==> src/rtl/tcaa_pkg.sv <==
// Package for the two-channel ADC block averager.
// Field widths, register indexes, command and status types, and the count clamp.
// No dependencies.
`timescale 1ns / 1ps
`default_nettype none

package tcaa_pkg;

    localparam int SAMPLE_BITS_DEF = 10;
    localparam int MAX_AVERAGE_DEF = 2000;

    localparam int CNT_W    = 11;
    localparam int SUM_W    = 21;
    localparam int AVG_W    = 14;
    localparam int NUM_W    = 16;
    localparam int PHY_W    = 4;
    localparam int MAXAVG_W = 17;
    localparam int IDX_W    = 2;
    localparam int CFG_W    = CNT_W;

    // average = (20*sum + n) / (2*n)
    localparam int NUMER_W  = SUM_W + 5;
    localparam int DEN_W    = CNT_W + 1;
    localparam int STEP_W   = $clog2(NUMER_W);

    localparam logic [IDX_W-1:0] REG_COUNT0 = 2'd0;
    localparam logic [IDX_W-1:0] REG_COUNT1 = 2'd1;
    localparam logic [IDX_W-1:0] REG_PHYS0  = 2'd2;
    localparam logic [IDX_W-1:0] REG_PHYS1  = 2'd3;

    typedef struct packed {
        logic accept;
        logic load_plain;
        logic start_div;
        logic load_done;
    } t_cmd;

    typedef struct packed {
        logic complete;
        logic out_free;
        logic div_done;
    } t_stat;

    function automatic logic [CNT_W-1:0] clamp_count(input logic [CNT_W-1:0] c,
                                                     input logic [MAXAVG_W-1:0] max_avg);
        logic [CNT_W-1:0] res;
        res = c;
        if (c == '0) begin
            res = CNT_W'(1);
        end else if (MAXAVG_W'(c) > max_avg) begin
            res = max_avg[CNT_W-1:0];
        end
        return res;
    endfunction

endpackage

`default_nettype wire

==> src/rtl/tcaa_if.sv <==
// Word channels of the two-channel ADC block averager: sample in, result out.
// Depends on tcaa_pkg.
`timescale 1ns / 1ps
`default_nettype none

interface tcaa_in_if #(
    parameter int SAMPLE_BITS = tcaa_pkg::SAMPLE_BITS_DEF
);
    logic                   valid;
    logic                   ready;
    logic [SAMPLE_BITS-1:0] sample;

    modport source (output valid, output sample, input ready);
    modport sink   (input valid, input sample, output ready);
endinterface

interface tcaa_out_if;
    logic                            valid;
    logic                            ready;
    logic                            done_res;
    logic                            chan;
    logic [tcaa_pkg::SUM_W-1:0]      block_sum;
    logic [tcaa_pkg::CNT_W-1:0]      block_count;
    logic [tcaa_pkg::AVG_W-1:0]      average_tenths;
    logic [tcaa_pkg::NUM_W-1:0]      result_number;
    logic [tcaa_pkg::PHY_W-1:0]      next_input;

    modport source (output valid, output done_res, output chan, output block_sum,
                    output block_count, output average_tenths, output result_number,
                    output next_input, input ready);
    modport sink   (input valid, input done_res, input chan, input block_sum,
                    input block_count, input average_tenths, input result_number,
                    input next_input, output ready);
endinterface

`default_nettype wire

==> src/rtl/two_channel_adc_averager.sv <==
// Top level of the two-channel ADC block averager.
// Depends on tcaa_pkg, tcaa_if, tcaa_ctrl and tcaa_dp.
//
// One conversion word in gives one result word out. Samples add up on the current
// logical channel until its count (clamped to 1..MAX_AVERAGE) is reached; that word
// gives a done result with sum, count, average in tenths rounded half up and the
// channel's wrapping result number, and the block moves to the other channel.
// Every result names the physical input to convert next. A word that does not
// finish a block is accepted and its result loaded in the same cycle; a word that
// does is accepted, then starts the 26-step restoring divider for the tenths
// average; the result loads once the divider is done and the output is free.
// A result word that waits holds off the next input word; the next word may enter
// in the cycle the waiting result is taken.
// Configuration is taken in any cycle and should be written while the block is idle.
`timescale 1ns / 1ps
`default_nettype none

module two_channel_adc_averager #(
    parameter int SAMPLE_BITS = tcaa_pkg::SAMPLE_BITS_DEF,
    parameter int MAX_AVERAGE = tcaa_pkg::MAX_AVERAGE_DEF
) (
    input  wire logic                          i_clk,
    input  wire logic                          i_rst_n,
    input  wire logic                          i_cfg_we,
    input  wire logic [tcaa_pkg::IDX_W-1:0]    i_cfg_idx,
    input  wire logic [tcaa_pkg::CFG_W-1:0]    i_cfg_data,
    tcaa_in_if.sink                            i_in,
    tcaa_out_if.source                         o_out
);
    tcaa_pkg::t_cmd  w_cmd;
    tcaa_pkg::t_stat w_stat;
    logic            w_ready;

    tcaa_ctrl u_ctrl (
        .i_clk      (i_clk),
        .i_rst_n    (i_rst_n),
        .i_in_valid (i_in.valid),
        .o_in_ready (w_ready),
        .i_stat     (w_stat),
        .o_cmd      (w_cmd)
    );

    tcaa_dp #(
        .SAMPLE_BITS (SAMPLE_BITS),
        .MAX_AVERAGE (MAX_AVERAGE)
    ) u_dp (
        .i_clk      (i_clk),
        .i_rst_n    (i_rst_n),
        .i_cfg_we   (i_cfg_we),
        .i_cfg_idx  (i_cfg_idx),
        .i_cfg_data (i_cfg_data),
        .i_sample   (i_in.sample[SAMPLE_BITS-1:0]),
        .i_cmd      (w_cmd),
        .o_stat     (w_stat),
        .o_out      (o_out)
    );

    assign i_in.ready = w_ready;

endmodule

`default_nettype wire

==> src/rtl/tcaa_div.sv <==
// Restoring divider, one quotient bit per cycle, for the tenths average.
// Depends on tcaa_pkg.
`timescale 1ns / 1ps
`default_nettype none

module tcaa_div (
    input  wire logic                          i_clk,
    input  wire logic                          i_rst_n,
    input  wire logic                          i_start,
    input  wire logic [tcaa_pkg::NUMER_W-1:0]  i_numer,
    input  wire logic [tcaa_pkg::DEN_W-1:0]    i_denom,
    output logic      [tcaa_pkg::AVG_W-1:0]    o_quot,
    output logic                               o_done
);
    localparam int NW = tcaa_pkg::NUMER_W;
    localparam int DW = tcaa_pkg::DEN_W;
    localparam int SW = tcaa_pkg::STEP_W;
    localparam logic [SW-1:0] LAST_STEP = SW'(NW - 1);

    logic [DW-1:0] r_rem;
    logic [DW-1:0] r_den;
    logic [NW-1:0] r_q;
    logic [SW-1:0] r_step;
    logic          r_busy;
    logic          r_done;

    logic [DW:0]   w_trial;
    logic [DW-1:0] w_diff;
    logic          w_ge;
    logic [DW-1:0] n_rem;

    assign w_trial = {r_rem, r_q[NW-1]};
    assign w_diff  = DW'(w_trial - {1'b0, r_den});
    assign w_ge    = (w_trial >= {1'b0, r_den});
    assign n_rem   = w_ge ? w_diff : w_trial[DW-1:0];

    always_ff @(posedge i_clk) begin
        if (!i_rst_n) begin
            r_busy <= 1'b0;
            r_done <= 1'b0;
            r_step <= '0;
        end else begin
            r_done <= 1'b0;
            if (i_start) begin
                r_busy <= 1'b1;
                r_step <= '0;
            end else if (r_busy) begin
                r_step <= r_step + SW'(1);
                if (r_step == LAST_STEP) begin
                    r_busy <= 1'b0;
                    r_done <= 1'b1;
                end
            end
        end
    end

    always_ff @(posedge i_clk) begin
        if (i_start) begin
            r_rem <= '0;
            r_den <= i_denom;
            r_q   <= i_numer;
        end else if (r_busy) begin
            r_rem <= n_rem;
            r_q   <= {r_q[NW-2:0], w_ge};
        end
    end

    assign o_quot = r_q[tcaa_pkg::AVG_W-1:0];
    assign o_done = r_done;

endmodule

`default_nettype wire

==> src/rtl/tcaa_dp.sv <==
// Datapath of the block averager: configuration, running sum and count,
// per-channel result numbers, divider operands and the result register.
// Depends on tcaa_pkg, tcaa_if and tcaa_div.
`timescale 1ns / 1ps
`default_nettype none

module tcaa_dp #(
    parameter int SAMPLE_BITS = tcaa_pkg::SAMPLE_BITS_DEF,
    parameter int MAX_AVERAGE = tcaa_pkg::MAX_AVERAGE_DEF
) (
    input  wire logic                          i_clk,
    input  wire logic                          i_rst_n,
    input  wire logic                          i_cfg_we,
    input  wire logic [tcaa_pkg::IDX_W-1:0]    i_cfg_idx,
    input  wire logic [tcaa_pkg::CFG_W-1:0]    i_cfg_data,
    input  wire logic [SAMPLE_BITS-1:0]        i_sample,
    input  wire tcaa_pkg::t_cmd                i_cmd,
    output tcaa_pkg::t_stat                    o_stat,
    tcaa_out_if.source                         o_out
);
    localparam int CW = tcaa_pkg::CNT_W;
    localparam int SW = tcaa_pkg::SUM_W;
    localparam int NW = tcaa_pkg::NUMER_W;

    logic [CW-1:0]              r_cnt0;
    logic [CW-1:0]              r_cnt1;
    logic [tcaa_pkg::PHY_W-1:0] r_phy0;
    logic [tcaa_pkg::PHY_W-1:0] r_phy1;

    logic                       r_chan;
    logic [SW-1:0]              r_sum;
    logic [CW-1:0]              r_count;
    logic [tcaa_pkg::NUM_W-1:0] r_blk [2];

    logic                       r_res_chan;
    logic [SW-1:0]              r_res_sum;
    logic [CW-1:0]              r_res_cnt;
    logic [tcaa_pkg::NUM_W-1:0] r_res_num;

    logic                       r_out_valid;
    logic                       r_o_done;
    logic                       r_o_chan;
    logic [SW-1:0]              r_o_sum;
    logic [CW-1:0]              r_o_cnt;
    logic [tcaa_pkg::AVG_W-1:0] r_o_avg;
    logic [tcaa_pkg::NUM_W-1:0] r_o_num;
    logic [tcaa_pkg::PHY_W-1:0] r_o_phy;

    logic [CW-1:0]              w_limit;
    logic [SW-1:0]              n_sum;
    logic [CW-1:0]              n_count;
    logic [tcaa_pkg::NUM_W-1:0] n_blk;
    logic                       w_complete;
    logic [NW-1:0]              w_numer;
    logic [tcaa_pkg::DEN_W-1:0] w_denom;
    logic [tcaa_pkg::AVG_W-1:0] w_quot;
    logic                       w_div_done;
    logic [tcaa_pkg::PHY_W-1:0] w_phy_cur;

    assign w_limit    = tcaa_pkg::clamp_count(r_chan ? r_cnt1 : r_cnt0,
                                              tcaa_pkg::MAXAVG_W'(MAX_AVERAGE));
    assign n_sum      = r_sum + {{(SW-SAMPLE_BITS){1'b0}}, i_sample};
    assign n_count    = r_count + CW'(1);
    assign w_complete = (n_count >= w_limit);
    assign n_blk      = r_blk[r_chan] + tcaa_pkg::NUM_W'(1);
    assign w_phy_cur  = r_chan ? r_phy1 : r_phy0;

    assign w_numer = NW'({r_res_sum, 4'b0000}) + NW'({r_res_sum, 2'b00}) + NW'(r_res_cnt);
    assign w_denom = {r_res_cnt, 1'b0};

    tcaa_div u_div (
        .i_clk   (i_clk),
        .i_rst_n (i_rst_n),
        .i_start (i_cmd.start_div),
        .i_numer (w_numer),
        .i_denom (w_denom),
        .o_quot  (w_quot),
        .o_done  (w_div_done)
    );

    always_ff @(posedge i_clk) begin
        if (!i_rst_n) begin
            r_cnt0 <= CW'(1);
            r_cnt1 <= CW'(1);
            r_phy0 <= '0;
            r_phy1 <= '0;
        end else if (i_cfg_we) begin
            case (i_cfg_idx)
                tcaa_pkg::REG_COUNT0: r_cnt0 <= i_cfg_data;
                tcaa_pkg::REG_COUNT1: r_cnt1 <= i_cfg_data;
                tcaa_pkg::REG_PHYS0:  r_phy0 <= i_cfg_data[tcaa_pkg::PHY_W-1:0];
                tcaa_pkg::REG_PHYS1:  r_phy1 <= i_cfg_data[tcaa_pkg::PHY_W-1:0];
                default: ;
            endcase
        end
    end

    always_ff @(posedge i_clk) begin
        if (!i_rst_n) begin
            r_chan   <= 1'b0;
            r_sum    <= '0;
            r_count  <= '0;
            r_blk[0] <= '0;
            r_blk[1] <= '0;
        end else if (i_cmd.accept) begin
            if (w_complete) begin
                r_sum         <= '0;
                r_count       <= '0;
                r_chan        <= ~r_chan;
                r_blk[r_chan] <= n_blk;
            end else begin
                r_sum   <= n_sum;
                r_count <= n_count;
            end
        end
    end

    always_ff @(posedge i_clk) begin
        if (i_cmd.accept && w_complete) begin
            r_res_chan <= r_chan;
            r_res_sum  <= n_sum;
            r_res_cnt  <= n_count;
            r_res_num  <= n_blk;
        end
    end

    always_ff @(posedge i_clk) begin
        if (!i_rst_n) begin
            r_out_valid <= 1'b0;
        end else if (i_cmd.load_plain || i_cmd.load_done) begin
            r_out_valid <= 1'b1;
        end else if (o_out.ready) begin
            r_out_valid <= 1'b0;
        end
    end

    always_ff @(posedge i_clk) begin
        if (i_cmd.load_plain) begin
            r_o_done <= 1'b0;
            r_o_chan <= 1'b0;
            r_o_sum  <= '0;
            r_o_cnt  <= '0;
            r_o_avg  <= '0;
            r_o_num  <= '0;
            r_o_phy  <= w_phy_cur;
        end else if (i_cmd.load_done) begin
            r_o_done <= 1'b1;
            r_o_chan <= r_res_chan;
            r_o_sum  <= r_res_sum;
            r_o_cnt  <= r_res_cnt;
            r_o_avg  <= w_quot;
            r_o_num  <= r_res_num;
            r_o_phy  <= w_phy_cur;
        end
    end

    assign o_stat.complete = w_complete;
    assign o_stat.out_free = ~r_out_valid | o_out.ready;
    assign o_stat.div_done = w_div_done;

    assign o_out.valid          = r_out_valid;
    assign o_out.done_res       = r_o_done;
    assign o_out.chan           = r_o_chan;
    assign o_out.block_sum      = r_o_sum;
    assign o_out.block_count    = r_o_cnt;
    assign o_out.average_tenths = r_o_avg;
    assign o_out.result_number  = r_o_num;
    assign o_out.next_input     = r_o_phy;

endmodule

`default_nettype wire

==> src/rtl/tcaa_ctrl.sv <==
// Controller of the block averager: sequences accept, division and result load.
// Depends on tcaa_pkg.
`timescale 1ns / 1ps
`default_nettype none

module tcaa_ctrl (
    input  wire logic            i_clk,
    input  wire logic            i_rst_n,
    input  wire logic            i_in_valid,
    output logic                 o_in_ready,
    input  wire tcaa_pkg::t_stat i_stat,
    output tcaa_pkg::t_cmd       o_cmd
);
    localparam logic [1:0] ST_IDLE  = 2'd0;
    localparam logic [1:0] ST_START = 2'd1;
    localparam logic [1:0] ST_DIV   = 2'd2;
    localparam logic [1:0] ST_OUT   = 2'd3;

    logic [1:0] r_state;
    logic [1:0] n_state;
    logic       w_ready;
    logic       w_accept;

    assign w_ready  = (r_state == ST_IDLE) && i_stat.out_free;
    assign w_accept = w_ready && i_in_valid;

    always_comb begin
        n_state = r_state;
        case (r_state)
            ST_IDLE: begin
                if (w_accept && i_stat.complete) begin
                    n_state = ST_START;
                end
            end
            ST_START: begin
                n_state = ST_DIV;
            end
            ST_DIV: begin
                if (i_stat.div_done) begin
                    n_state = ST_OUT;
                end
            end
            ST_OUT: begin
                if (i_stat.out_free) begin
                    n_state = ST_IDLE;
                end
            end
            default: begin
                n_state = ST_IDLE;
            end
        endcase
    end

    always_ff @(posedge i_clk) begin
        if (!i_rst_n) begin
            r_state <= ST_IDLE;
        end else begin
            r_state <= n_state;
        end
    end

    assign o_in_ready       = w_ready;
    assign o_cmd.accept     = w_accept;
    assign o_cmd.load_plain = w_accept && !i_stat.complete;
    assign o_cmd.start_div  = (r_state == ST_START);
    assign o_cmd.load_done  = (r_state == ST_OUT) && i_stat.out_free;

endmodule

`default_nettype wire
==> src/flat_wrapper.sv <==
// flat-port wrapper written by rule: the top's interface ports become plain ports
module two_channel_adc_averager_flat 
#(
    parameter int SAMPLE_BITS = tcaa_pkg::SAMPLE_BITS_DEF,
    parameter int MAX_AVERAGE = tcaa_pkg::MAX_AVERAGE_DEF
)
  (i_clk, i_rst_n, i_cfg_we, i_cfg_idx, i_cfg_data, i_in_valid, i_in_sample, i_in_ready, o_out_valid, o_out_done_res, o_out_chan, o_out_block_sum, o_out_block_count, o_out_average_tenths, o_out_result_number, o_out_next_input, o_out_ready);
  tcaa_in_if #(.SAMPLE_BITS(SAMPLE_BITS)) i_in_i ();
  tcaa_out_if o_out_i ();
  input  wire logic i_clk;
  input  wire logic i_rst_n;
  input  wire logic i_cfg_we;
  input  wire logic [tcaa_pkg::IDX_W-1:0] i_cfg_idx;
  input  wire logic [tcaa_pkg::CFG_W-1:0] i_cfg_data;
  input wire logic [$bits(i_in_i.valid)-1:0] i_in_valid;
  input wire logic [$bits(i_in_i.sample)-1:0] i_in_sample;
  output wire logic [$bits(i_in_i.ready)-1:0] i_in_ready;
  output wire logic [$bits(o_out_i.valid)-1:0] o_out_valid;
  output wire logic [$bits(o_out_i.done_res)-1:0] o_out_done_res;
  output wire logic [$bits(o_out_i.chan)-1:0] o_out_chan;
  output wire logic [$bits(o_out_i.block_sum)-1:0] o_out_block_sum;
  output wire logic [$bits(o_out_i.block_count)-1:0] o_out_block_count;
  output wire logic [$bits(o_out_i.average_tenths)-1:0] o_out_average_tenths;
  output wire logic [$bits(o_out_i.result_number)-1:0] o_out_result_number;
  output wire logic [$bits(o_out_i.next_input)-1:0] o_out_next_input;
  input wire logic [$bits(o_out_i.ready)-1:0] o_out_ready;
  assign i_in_i.valid = i_in_valid;
  assign i_in_i.sample = i_in_sample;
  assign i_in_ready = i_in_i.ready;
  assign o_out_valid = o_out_i.valid;
  assign o_out_done_res = o_out_i.done_res;
  assign o_out_chan = o_out_i.chan;
  assign o_out_block_sum = o_out_i.block_sum;
  assign o_out_block_count = o_out_i.block_count;
  assign o_out_average_tenths = o_out_i.average_tenths;
  assign o_out_result_number = o_out_i.result_number;
  assign o_out_next_input = o_out_i.next_input;
  assign o_out_i.ready = o_out_ready;
  two_channel_adc_averager #(.SAMPLE_BITS(SAMPLE_BITS), .MAX_AVERAGE(MAX_AVERAGE)) u_core (.i_clk(i_clk), .i_rst_n(i_rst_n), .i_cfg_we(i_cfg_we), .i_cfg_idx(i_cfg_idx), .i_cfg_data(i_cfg_data), .i_in(i_in_i), .o_out(o_out_i));
endmodule
==> config.mk <==
export PLATFORM = sky130hd
export DESIGN_NAME = two_channel_adc_averager_flat
export DESIGN_NICKNAME = d
export VERILOG_FILES = /design/src/rtl/tcaa_pkg.sv /design/src/rtl/tcaa_if.sv /design/src/rtl/two_channel_adc_averager.sv /design/src/rtl/tcaa_div.sv /design/src/rtl/tcaa_dp.sv /design/src/rtl/tcaa_ctrl.sv /design/src/flat_wrapper.sv
export SDC_FILE = /design/constraint.sdc
export NUM_CORES = 1
export LEC_CHECK = 0
export ABC_AREA = 1
export BUFFER_PORTS_ARGS = -buffer_cell sky130_fd_sc_hd__clkbuf_2
export CELL_PAD_IN_SITES_DETAIL_PLACEMENT = 1
export CELL_PAD_IN_SITES_GLOBAL_PLACEMENT = 1
export CORE_MARGIN = 4
export CORE_UTILIZATION = 45
export CTS_CLUSTER_SIZE = 12
export DETAILED_ROUTE_END_ITERATION = 8
export PLACE_DENSITY = 0.91
export SLEW_MARGIN = 20
export SYNTH_ARGS = -nofsm -noshare
export SYNTH_HDL_FRONTEND = slang
export SYNTH_SLANG_ARGS = --single-unit
==> constraint.sdc <==
create_clock -name i_clk -period 8.1 [get_ports i_clk]
set_clock_uncertainty 0.05 [all_clocks]
set_input_delay 1.62 -clock i_clk [delete_from_list [all_inputs] [get_ports i_clk]]
set_output_delay 1.62 -clock i_clk [all_outputs]
set_load 0.005 [all_outputs]
; ---- Yosys cells after proc, flatten, opt, wreduce, memory -nomap -nowiden
; Memories as Yosys holds them, arrays and structs flattened. A register that Yosys moved wholly into a read port is not among the register bits.
; Cells that the tools add are included.
[classes]
magnitude_cmp = 3
addsub = 7
muxes = 31
reduce_logical = 22
n_eq_ne = 10
n_bitwise = 5
[op_table]
columns = operator, count
row1 = two-way mux 26 bit, 2
row2 = two-way mux 11 bit, 4
row3 = adder 25 x 23 -> 26 bit, 1
row4 = adder 26 x 11 -> 26 bit, 1
row5 = adder 21 x 10 -> 21 bit, 1
row6 = two-way mux 21 bit, 1
row7 = adder 16 x 1 -> 16 bit (second input constant), 1
row8 = two-way mux 16 bit, 1
row9 = OR reduction 16 bit, 1
row10 = two-way mux 1 bit, 15
row11 = >= comparator 13 x 12 -> 1 bit, 1
row12 = two-way mux 12 bit, 1
row13 = two-way mux 4 bit, 3
row14 = subtractor 12 bit, 1
row15 = adder 11 x 1 -> 11 bit (second input constant), 1
row16 = >= comparator 11 bit, 1
row17 = greater-than comparator 11 bit (second input constant), 1
row18 = logical NOT 11 bit, 1
row19 = AND reduction 2 bit, 5
row20 = == test 2 bit (second input constant), 4
row21 = case mux 2 bit (4 select lines), 1
row22 = two-way mux 2 bit, 3
row23 = nonzero test 2 bit, 3
row24 = adder 5 x 1 -> 5 bit (second input constant), 1
row25 = other kinds (13), 23
[totals]
memories = 1
output_inout_bits = 70
mem_bits_rw = 32
register_bits = 239
[memory_table]
columns = memory, depth, width, read_ports, rd_ports_with_merged_regs, write_ports, line
row1 = u_core.u_dp.r_blk, 2, 16, 1, 1, 2, tcaa_dp.sv:33  ; logic [tcaa_pkg::NUM_W-1:0] r_blk [2];

; ---- Depth between registers and ports, before layout
[logic_depth]
word_depth = 11
mapped_depth = 23
ltp_nobuf = 21

; ---- Hierarchy
; A second synthesis with hierarchy kept.
[hier_totals]
cells_unflattened = 1822
hier_area_um2 = 14438.8
[modules_own_cells]
columns = module, n_inst, cells_per_inst, seq_area_each_um2, area_each_um2
row1 = tcaa_dp, 1, 1379, 5134.9, 10955.5
row2 = tcaa_div, 1, 409, 1521.5, 3266.9
row3 = tcaa_ctrl, 1, 34, 40.0, 216.5

; ---- Worst setup path before layout
; Ideal clock, no wire load.
[synth_timing]
path_kind = input port to flip-flop
start = input o_out_ready
end = memory u_core.u_dp.r_blk[1][0] (netlist name), enable pin
arrival_ns = 4.135
path_slack_ns = 3.543
n_path_buf = 1
stages = 11
path_cell_list = inv_1 nand2_1 inv_2 nor2_1 nand2_1 inv_1 nand2_1 inv_1 nand3_2 buf_4 nand2_1
[synth_lines]
columns = item, line
row1 = from (decl), flat_wrapper.sv:26  ; input wire logic [$bits(o_out_i.ready)-1:0] o_out_ready;
row2 = to (decl), tcaa_dp.sv:33

==> flow_metrics.py <==
metrics = {
    "routing": {
        "dr.pass1.iters": 5,
        "drt-wirelength-per-cell_um": 17.93,
        "ant_nets": 0,
        "post-route-drc-count": 0,
        "via_count": 12734,
        "drt-total-wl_mm": 42.90,
        "via_per_inst": 5.321,
        "drt_iter0_drc": 604,
    },
    "floorplan": {
        "pin_count": 98,
        "dieArea_mm2": 0.03503,
        "die_w_um": 187.2,
        "initial_core_util_pct": 45.65,
        "core_region_area_mm2": 0.03164,
        "rows": 65,
        "die_y_um": 187.2,
    },
    "placement": {
        "hpwl_mm": 30.35,
        "port_buffers": 97,
        "dpl-instance-area_mm2": 0.01522,
        "gp_congestion": 0.8805,
        "dpl_worst_slack_ps": 2783,
        "dp.cells": 2335,
    },
    "setup_path": {
        "worstSetupStartpointType": "register",
        "crit_fanout": 50,
        "crit_top_cell": "nand2_1",
        "path_class": "reg -> reg",
        "crit_chain": "o21ai_0 -> nor3_1 -> nand4_1 -> a21oi_1 -> inv_1 -> nand2_1 -> ha_1 -> nand2_1 -> inv_1 -> nand2_1 -> nand2_1 -> a21boi_0 -> nand2_1 -> nand2_1 -> clkinv_2 -> nand3_2 -> nand2_1",
        "r2r_slack_ps": 2810,
        "cp.required_ps": 8210,
        "slowest_delay_ps": 950,
        "arrival_ps": 5410,
        "crit_slowest_cell": "dfxtp_1",
        "cp-end-kind": "register",
    },
    "clock_tree": {
        "path_clk_slew_ps": 60,
        "postCtsResizedCells": 0,
        "htree_levels": 1,
        "cts_root_buf": "clkbuf_16",
        "cts_made_buffers": 31,
        "clk_latency_ps": 580,
        "tritoncts": "built",
        "cts.sinks": 272,
        "cts_hold_buffers": 0,
        "cts.path.max_buffers": 3,
        "postCtsSetupRepairBufs": 0,
    },
    "grt": {
        "grt_util_all_layers_pct": 24.11,
        "grt_pass1_wl_mm": 69.95,
        "grt_max_degree": 67,
        "grt.overflow.total": 0,
        "grt_pass1_vias": 13660,
        "antenna_found_initial": 0,
    },
    "cells_and_area": {
        "layout.nets": 2079,
        "layout_common_cells": "nand2_1 (622), inv_1 (279), dfxtp_1 (149), nor2_1 (140), edfxtp_1 (122)",
        "finalNonFillerCells": 2393,
        "drive_gt1_share_pct": 9.593,
        "insertedDiodeCount": 0,
        "area_growth_pct": 12.66,
        "final_common_cell": "nand2_1",
        "design_area_mm2": 0.01627,
        "postLayoutCoreUtil_pct": 51.43,
    },
    "sta": {
        "fmax_ghz": 0.1889,
        "layout_min_cycle_time_ps": 5294,
        "fin_crit_sh_pct": 65.36,
        "whs_ps": 410.0,
        "grt_setup_unrepaired": "false",
        "final-hold-violation-count": 0,
        "worstMarginPinSlew_ps": 1076,
        "drv_slew": 0,
        "setup_tns_ps": 0,
        "slew_headroom_pct": 27.97,
        "setup_viol": 0,
        "fin_ws_ps": 2806,
    },
    "job": {
        "cap_viol_max_count": 0,
    },
    "synth": {
        "synth.net_count": 2001,
        "ys_seq_area_share_pct": 46.16,
        "yosysTopAreaCell": "edfxtp_1",
        "yosys.area.top_type_share_pct": 25.37,
        "ys_seq_elements": 272,
        "ys_warn_count": 0,
        "yosys-top-cells-area": "edfxtp_1 (25%), dfxtp_1 (21%), nand2_1 (16%)",
        "syn_area_per_cell_um2": 7.650,
        "ys_types": 43,
        "synthesis.instances": 1888,
        "syn_area_mm2": 0.01444,
    },
    "pwr": {
        "leakagePower_nw": 7.966,
        "fin_total_pwr_mw": 5.781,
        "ir_drop_mv": 0.1981,
        "powerDensity_mw_per_mm2": 355.3,
    },
    "min_path": {
        "hp-class": "reg -> reg",
    },
    "status": {
        "status": "finished clean",
    },
}
[registers in the layout (all words and copies together), names as in the netlist, 2 cells and up, named ones only]
name and flops:
u_core.u_dp.r_blk 32, u_core.u_dp.u_div.r_q 26, u_core.u_dp.o_out.block_sum 21, u_core.u_dp.r_res_sum 21, u_core.u_dp.r_sum 21, u_core.u_dp.o_out.result_number 16
u_core.u_dp.r_res_num 16, u_core.u_dp.o_out.average_tenths 14, u_core.u_dp.u_div.r_rem 12, u_core.u_dp.o_out.block_count 11, u_core.u_dp.r_cnt0 11, u_core.u_dp.r_cnt1 11
u_core.u_dp.r_count 11, u_core.u_dp.r_res_cnt 11, u_core.u_dp.u_div.r_den 11, u_core.u_dp.u_div.r_step 5, u_core.u_dp.o_out.next_input 4, u_core.u_dp.r_phy0 4
u_core.u_dp.r_phy1 4, u_core.u_ctrl.r_state 2
[path summary, 6_finish.rpt]
check / from / endpoint / cells after the start
min reg2reg: u_core.u_dp.r_phy0[0] / u_core.u_dp.r_phy0[0] / 2
min: u_core.u_dp.r_phy0[0] / u_core.u_dp.r_phy0[0] / 2
max: u_core.u_dp.r_chan / u_core.u_dp.r_blk[1][6] / 17
max reg2reg: u_core.u_dp.r_chan / u_core.u_dp.r_blk[1][6] / 17
[report_power, final]
part | internal [mW] | switching [mW]
combinational | 0.702 | 1.56
sequential | 1.85 | 0.223
clock | 0.847 | 0.594
[routing by layer]
metal | track usage (%) | vias to the layer above | share of wire, %
li1 | - | 6150 | -
met1 | 29.89 | 6153 | 42
met2 | 42.70 | 316 | 49
met3 | 3.695 | 115 | 4.9
met4 | 8.675 | 0 | 3.9
met5 | 0 | - | 0
[cell families after synthesis]
group / share of synthesized area, %
AOI/OAI and AO/OA: 8.646
xor gates and xnor gates: 2.287
muxes: 0.06931
DFF: 46.16
buffers and inverters: 9.218
and+or+nand+nor: 25.74
adders and majority gates: 7.884
[Yosys cell counts]
cell type,n
nand2_1,622
inv_1,281
dfxtp_1,150
nor2_1,140
edfxtp_1,122
a21oi_1,99
o21ai_0,96
nand3_1,80
ha_1,75
clkbuf_1,36
xor2_1,26
nor3_1,20
nand4_1,17
buf_2,14
or2_2,12
fa_1,10
xnor2_1,8
nand3b_1,7
o21ai_1,7
and2_1,6
o211ai_1,6
o21ai_2,6
inv_2,5
o21bai_1,5
o22ai_1,5
buf_4,4
nor2_2,4
a31oi_1,3
nand2_2,3
a211oi_1,2
a21boi_0,2
a21o_1,2
buf_1,2
xor2_2,2
buf_6,1
clkinv_1,1
mux2i_1,1
nand3_2,1
nor2_4,1
nor3b_1,1
nor4_1,1
o21a_1,1
or2_1,1
[area by class of cell]
| cell class | count | area, µm² |
|---|---|---|
| multi-input combinational | 1272 | 6452 |
| inverter | 287 | 1079 |
| timing repair buffer | 102 | 523.0 |
| clock buffer | 46 | 914.6 |
| fill | 3915 | 15370 |
| tap | 402 | 503.0 |
| sequential | 272 | 6668 |
| clock inverter | 12 | 131.4 |
[critical path, delay by kind of cell, from the launching register on]
kind                     cells  cell delay (ps)
AND/OR/NAND/NOR             10             2020
flip-flops                   1              950
buffers and inverters        3              850
AO/OA/AOI/OAI                3              740
adder cells (fa/ha/maj)      1              250
Power figures use the tool's default switching activity.
